===== src/hw/rtl/bfsp_pkg.sv =====
// Shared types and constants for the Bellman-Ford shortest-path core.
// Request and result payload structs, command codes, register map.
// No dependencies.
`timescale 1ns / 1ps

package bfsp_pkg;

    // Default sizing, handed to the top level as parameter defaults
    localparam int MAX_NODES_DEF   = 32;
    localparam int MAX_EDGES_DEF   = 256;
    localparam int WEIGHT_BITS_DEF = 16;

    // Fixed payload widths
    localparam int KIND_W   = 2;
    localparam int NODE_W   = 5;
    localparam int WFIELD_W = 16;
    localparam int COST_W   = 24;
    localparam int CFG_W    = 6;

    // Configuration port
    localparam int APB_ADDR_W = 3;
    localparam int APB_DATA_W = 32;
    localparam logic [APB_ADDR_W-3:0] REG_NODES_USED = 1'b0;
    localparam logic [CFG_W-1:0] NODES_USED_RST = 6'd1;

    // Command codes
    localparam logic [KIND_W-1:0] KIND_CLEAR = 2'd0;
    localparam logic [KIND_W-1:0] KIND_ADD   = 2'd1;
    localparam logic [KIND_W-1:0] KIND_RUN   = 2'd2;

    // Output saturation bounds
    localparam int COST_MAX = 8388607;
    localparam int COST_MIN = -8388608;

    typedef struct packed {
        logic [KIND_W-1:0]          kind;
        logic [NODE_W-1:0]          edge_source;
        logic [NODE_W-1:0]          edge_target;
        logic signed [WFIELD_W-1:0] edge_weight;
    } request_t;

    typedef struct packed {
        logic [NODE_W-1:0]        node_id;
        logic signed [COST_W-1:0] path_cost;
        logic                     reachable;
        logic                     negative_cycle;
        logic                     edges_dropped;
        logic                     last;
    } result_t;

    // Sequencer controls for the relaxation unit
    typedef struct packed {
        logic init;        // start of run: clear marks, seed node 0
        logic edge_valid;  // edge data from the edge store is live
        logic edge_check;  // this edge belongs to the cycle-check pass
        logic report;      // port A reads out distances
    } relax_ctrl_t;

endpackage


===== src/hw/rtl/bfsp_relax_unit.sv =====
// Relaxation unit: distance memory with two read ports, reached marks,
// one-edge-per-cycle read-modify-write with write forwarding, cycle flag.
// Depends on bfsp_pkg.
`timescale 1ns / 1ps

module bfsp_relax_unit #(
    parameter int MAX_NODES   = bfsp_pkg::MAX_NODES_DEF,
    parameter int WEIGHT_BITS = bfsp_pkg::WEIGHT_BITS_DEF,
    parameter int NODE_IDX_W  = $clog2(MAX_NODES),
    parameter int NODE_CNT_W  = $clog2(MAX_NODES + 1),
    parameter int DIST_W      = 30
) (
    input  logic                          clk,
    input  logic                          rst_n,
    input  bfsp_pkg::relax_ctrl_t         ctrl,
    input  logic [NODE_CNT_W-1:0]         node_limit,
    input  logic [bfsp_pkg::NODE_W-1:0]   edge_source,
    input  logic [bfsp_pkg::NODE_W-1:0]   edge_target,
    input  logic signed [WEIGHT_BITS-1:0] edge_weight,
    input  logic [NODE_IDX_W-1:0]         report_addr,
    output logic signed [DIST_W-1:0]      report_dist,
    output logic                          report_reached,
    output logic                          neg_found
);

    logic signed [DIST_W-1:0] dist_mem [MAX_NODES];
    logic signed [DIST_W-1:0] rd_a_reg;
    logic signed [DIST_W-1:0] rd_b_reg;
    logic [NODE_IDX_W-1:0]    rd_a_addr;
    logic [NODE_IDX_W-1:0]    rd_b_addr;
    logic [MAX_NODES-1:0]     reached_reg;
    logic                     rpt_reached_reg;

    // Stage C: edge whose distances are being read out
    logic                          c_valid_reg;
    logic                          c_check_reg;
    logic [bfsp_pkg::NODE_W-1:0]   c_src_reg;
    logic [bfsp_pkg::NODE_W-1:0]   c_tgt_reg;
    logic signed [WEIGHT_BITS-1:0] c_weight_reg;

    // Last write, forwarded to the edge right behind it
    logic                     fwd_valid_reg;
    logic [NODE_IDX_W-1:0]    fwd_addr_reg;
    logic signed [DIST_W-1:0] fwd_data_reg;

    logic                     neg_reg;
    logic [NODE_IDX_W-1:0]    c_src_idx;
    logic [NODE_IDX_W-1:0]    c_tgt_idx;
    logic                     in_range;
    logic signed [DIST_W-1:0] dist_s;
    logic signed [DIST_W-1:0] dist_t;
    logic signed [DIST_W-1:0] cand;
    logic                     improve;
    logic                     wr_en;
    logic [NODE_IDX_W-1:0]    wr_addr;
    logic signed [DIST_W-1:0] wr_data;

    // Read addresses: report readout or the edge now in stage B
    assign rd_a_addr = ctrl.report ? report_addr : NODE_IDX_W'(edge_source);
    assign rd_b_addr = NODE_IDX_W'(edge_target);

    // Compare and update for the edge in stage C
    assign c_src_idx = NODE_IDX_W'(c_src_reg);
    assign c_tgt_idx = NODE_IDX_W'(c_tgt_reg);
    assign in_range  = (int'(c_src_reg) < int'(node_limit)) && (int'(c_tgt_reg) < int'(node_limit));
    assign dist_s = (fwd_valid_reg && fwd_addr_reg == c_src_idx) ? fwd_data_reg : rd_a_reg;
    assign dist_t = (fwd_valid_reg && fwd_addr_reg == c_tgt_idx) ? fwd_data_reg : rd_b_reg;
    assign cand   = dist_s + DIST_W'(c_weight_reg);
    assign improve = c_valid_reg && in_range && reached_reg[c_src_idx] &&
                     (!reached_reg[c_tgt_idx] || cand < dist_t);

    // Write port: seed node 0 at run start, else relaxation result
    always_comb
    begin
        wr_en   = 1'b0;
        wr_addr = c_tgt_idx;
        wr_data = cand;
        if (ctrl.init)
        begin
            wr_en   = 1'b1;
            wr_addr = '0;
            wr_data = '0;
        end
        else if (improve && !c_check_reg)
        begin
            wr_en = 1'b1;
        end
    end

    // Distance memory, read before write
    always_ff @(posedge clk)
    begin
        if (wr_en)
        begin
            dist_mem[wr_addr] <= wr_data;
        end
        rd_a_reg <= dist_mem[rd_a_addr];
        rd_b_reg <= dist_mem[rd_b_addr];
    end

    // Reached marks and stage payload
    always_ff @(posedge clk)
    begin
        if (ctrl.init)
        begin
            reached_reg <= MAX_NODES'(1);
        end
        else if (wr_en)
        begin
            reached_reg[wr_addr] <= 1'b1;
        end
        rpt_reached_reg <= reached_reg[rd_a_addr];
        c_check_reg     <= ctrl.edge_check;
        c_src_reg       <= edge_source;
        c_tgt_reg       <= edge_target;
        c_weight_reg    <= edge_weight;
        fwd_addr_reg    <= wr_addr;
        fwd_data_reg    <= wr_data;
    end

    // Stage valid, forward valid and cycle flag
    always_ff @(posedge clk or negedge rst_n)
    begin
        if (!rst_n)
        begin
            c_valid_reg   <= 1'b0;
            fwd_valid_reg <= 1'b0;
            neg_reg       <= 1'b0;
        end
        else
        begin
            c_valid_reg   <= ctrl.edge_valid;
            fwd_valid_reg <= wr_en;
            if (ctrl.init)
            begin
                neg_reg <= 1'b0;
            end
            else if (improve && c_check_reg)
            begin
                neg_reg <= 1'b1;
            end
        end
    end

    assign report_dist    = rd_a_reg;
    assign report_reached = rpt_reached_reg;
    assign neg_found      = neg_reg;

endmodule


===== config.mk =====
export PLATFORM = sky130hd
export DESIGN_NAME = bfsp_relax_unit
export DESIGN_NICKNAME = d
export VERILOG_FILES = /design/src/hw/rtl/bfsp_pkg.sv /design/src/hw/rtl/bfsp_relax_unit.sv
export SDC_FILE = /design/constraint.sdc
export NUM_CORES = 2
export LEC_CHECK = 0
export ABC_AREA = 1
export BUFFER_PORTS_ARGS = -buffer_cell sky130_fd_sc_hd__buf_2
export CAP_MARGIN = 10
export CORE_UTILIZATION = 30
export DETAILED_ROUTE_END_ITERATION = 10
export PLACE_DENSITY = 0.52
export RECOVER_POWER = 50
export REMOVE_ABC_BUFFERS = 1
export SYNTH_ARGS = -nofsm -noshare
export SYNTH_HDL_FRONTEND = slang
export SYNTH_SLANG_ARGS = --single-unit

===== constraint.sdc =====
create_clock -name clk -period 14.5 [get_ports clk]
set_input_delay 2.175 -clock clk [delete_from_list [all_inputs] [get_ports clk]]
set_output_delay 2.175 -clock clk [all_outputs]
set_load 0.03 [all_outputs]

==> qor.yml <==
outcome:
  outcome: "finished, violations left"
  violations: "design-rule violations, max-capacitance violations, max-slew violations"
run:
  maxCapViolations: 29
global_routing:
  grt_pass1_vias: 42510
  grt_pass1_wl_mm: 290.3
  grt_max_degree: 179
  overflow: 0
  antenna_found_initial: 3
  grtUsageTotal: 0.2171
route:
  dr.pass1.iters: 11
  num_vias: 44280
  wl_per_cell_um: 26.49
  drt_iter0_drc: 5780
  drcViolationCount: 2
  vias_per_cell: 5.847
  finalWirelength_mm: 200.6
  ant_nets: 0
placed_design:
  place_hpwl_mm: 110.4
  gp_congestion: 0.8857
  placedCellCount: 7329
  place_area_um2: 55960
  dp_slack_ns: 6.377
  io_buffers: 74
power:
  sw_frac_of_total: 0.2907
  intPower_w: 0.005962
  p_per_area_nw_per_um2: 140.5
  irDropWorstVdd_v: 0.00008743
  combPwrFrac: 0.161
  power_frac_clock: 0.377
  p_sw_w: 0.002443
  p_total_w: 0.008405
  p_leak_nw: 19.46
  power_frac_seq: 0.462
sta:
  max-slew-margin-rel: -2.401
  rsz0062_at_grt: "false"
  fin_skew_ns: 0.03285
  fin_ws_ns: 3.566
  period_needed_ns: 10.93
  max_clock_freq_ghz: 0.09146
  hold_viol: 0
  final-setup-viol-count: 0
  timing.final.crit_share: 0.7541
  tightest_slew_ns: 5.074
  slew_violations: 1262
worst_hold_path:
  hold_depth: 2
  hp-start: "reached_reg[0]"
  hold_class: "register to register"
  holdPathEnd: "reached_reg[0]"
logic_synthesis:
  async_reset_ff_frac: 0.002683
  synth_area_per_cell_um2: 10.17
  syn-instance-count: 5253
  syn_area_um2: 53430
  synth.area.top_cells: "edfxtp_1 (54%), o21ai_0 (9.9%), nor2_1 (7.2%)"
  yosys-top-cells-count: "o21ai_0 (1061), nor2_1 (1024), edfxtp_1 (960)"
  synth-seq-cells: 1118
  synth-seq-area-share: 0.5990
  synth.most_common_cell: "o21ai_0"
  synth-edff-count: 960
  ys.flop_type: "edfxtp_1"
  ys_types: 54
  synth_top_cell_area_share: 0.5395
  yosysTopAreaCell: "edfxtp_1"
  yosysWarnings: 0
final_layout:
  layout-area-overhead-vs-synth_pct: 11.95
  nets: 5234
  stdcell_count: 7573
  largest_register_ffs: 960
  drive_gt1_frac: 0.07744
  stdcell_area_um2: 59810
  fillers: 17570
worst_setup_path:
  cp.arrival_ns: 11.54
  reg2reg_slack_ns: 4.29
  ff2ff_path_depth: 30
  crit_path_end_kind: "register"
  reg2reg_from: "c_src_idx[0]"
  r2r-end: "dist_mem[10][17]"
  critical_path_class: "input pin to register"
  start_kind: "input pin"
  critical_path.max_fanout: 91
  required_ns: 15.10
floorplan:
  num_io_pins: 75
  die_w_um: 424.0
  start_util: 0.3027
  fp.dieH_um: 424.0
  core-area_um2: 176500
  die_area_um2: 179800
  num_rows: 154
clocking:
  clk_pin_slew_ns: 0.06
  cts.repair.resized: 0
  clkLatencyLatePin_ns: 0.77
  cts_made_buffers: 130
  cts_sinks: 1118
  post_cts_buffers: 0
  hold_buffers: 0
  clockBufferDepth: 3
  htree_levels: 4
  cts-root-buf: "clkbuf_16"
  cts_tree: "yes"
==> layout by cell type (no fill, tap or decap), types with 5 or more instances in the layout <==
cell | Yosys | layout
a31oi_1 | 92 | 92
xnor2_1 | 9 | 9
a21boi_0 | 2 | 5
buf_2 | 39 | 31
o21ai_1 | 18 | 10
nor3_1 | 8 | 7
a21oi_1 | 141 | 143
o21a_1 | 12 | 12
buf_4 | 4 | 62
nand3_1 | 129 | 129
nand2_2 | 28 | 28
nor2_1 | 1024 | 1020
a32oi_1 | 29 | 29
ha_1 | 67 | 67
o221ai_1 | 375 | 375
nand2_1 | 238 | 237
a21oi_2 | 31 | 29
xor2_1 | 22 | 22
edfxtp_1 | 960 | 960
o22ai_1 | 86 | 86
nand4_1 | 7 | 7
clkbuf_1 | 370 | 127
clkinv_2 | 0 | 16
clkinv_1 | 2 | 10
inv_1 | 184 | 147
a211oi_1 | 7 | 7
o211a_1 | 8 | 8
inv_2 | 7 | 38
a311oi_1 | 8 | 8
a32o_1 | 22 | 22
dfxtp_1 | 155 | 155
o21ai_0 | 1061 | 1067
inv_6 | 1 | 10
clkbuf_8 | 0 | 19
clkbuf_16 | 0 | 133
o211ai_1 | 42 | 42
==> layout make-up <==
class                           count  area [um^2]  area share
Timing Repair Buffer              181         1033     0.01728
Tap cell                         2340         2928     0.04895
Multi-Input combinational cell   3498        18970      0.3172
Antenna cell                        3        7.507   0.0001255
Sequential cell                  1118        32010      0.5351
Clock inverter                     43        349.1    0.005836
Clock buffer                      196         3745     0.06261
Inverter                          194        770.7     0.01289
==> logic make-up (layout without fill, tap and decap cells) <==
kind of cell | after synthesis | in the layout | share of synthesized area
AO/OA/AOI/OAI | 1949 | 1949 | 0.2246
XOR/XNOR | 31 | 31 | 0.005082
adder cells (fa/ha/maj) | 68 | 68 | 0.01606
buffers and inverters | 637 | 614 | 0.04709
flip-flops | 1118 | 1118 | 0.5990
multiplexers | 2 | 2 | 0.0003747
other | 0 | 3 | 0
AND/OR/NAND/NOR | 1448 | 1448 | 0.1077
==> layer usage <==
layer	track usage	wire length [um]	vias up
li1	-	-	19320
met4	0.09398	7628	2
met3	0.03627	19340	428
met5	0	18	-
met1	0.2981	83040	21860
met2	0.3361	90560	2673
==> worst max-delay path, stage by stage <==
cell and delay [ns]:
clkbuf_1 2.33, clkbuf_1 2.10, clkbuf_1 3.19, o21ai_0 0.44
o22ai_1 0.36, nor2_1 0.06, nor2_1 0.20, o21ai_0 0.14
a32oi_1 0.43
==> stage by stage <==
stage	hold WS, ns	utilization	setup TNS (ns)
CTS	0.4985	0.3402	0
floorplan	0.4280	-	-157.81
detailed placement	0.4864	0.3170	0
finish	0.5045	0.3389	0
global route	0.5182	0.3388	0
global placement	0.4889	0.3170	0
==> worst max-delay path by stage <==
stage                        start          endpoint  cells after the start
global route        edge_target[0]      rd_b_reg[15]                      9
finish              edge_target[0]      rd_b_reg[15]                      9
CTS                   c_src_idx[0]    dist_mem[9][5]                     33
global placement      c_src_idx[0]    dist_mem[9][3]                     33
floorplan           edge_source[0]   report_dist[12]                      9
detailed placement    c_src_idx[0]  dist_mem[10][14]                     33
==> power by group through the flow <==
stage                     Combinational (W)  Sequential (W)  Clock [W]
after floorplan                    0.000802         0.00392          0
after global placement              0.00135         0.00393          0
after detailed placement            0.00136         0.00393          0
after CTS                           0.00136         0.00387    0.00321
after global routing                0.00148         0.00389    0.00334
final                               0.00135         0.00388    0.00317
(Power assumes the default switching activity.)
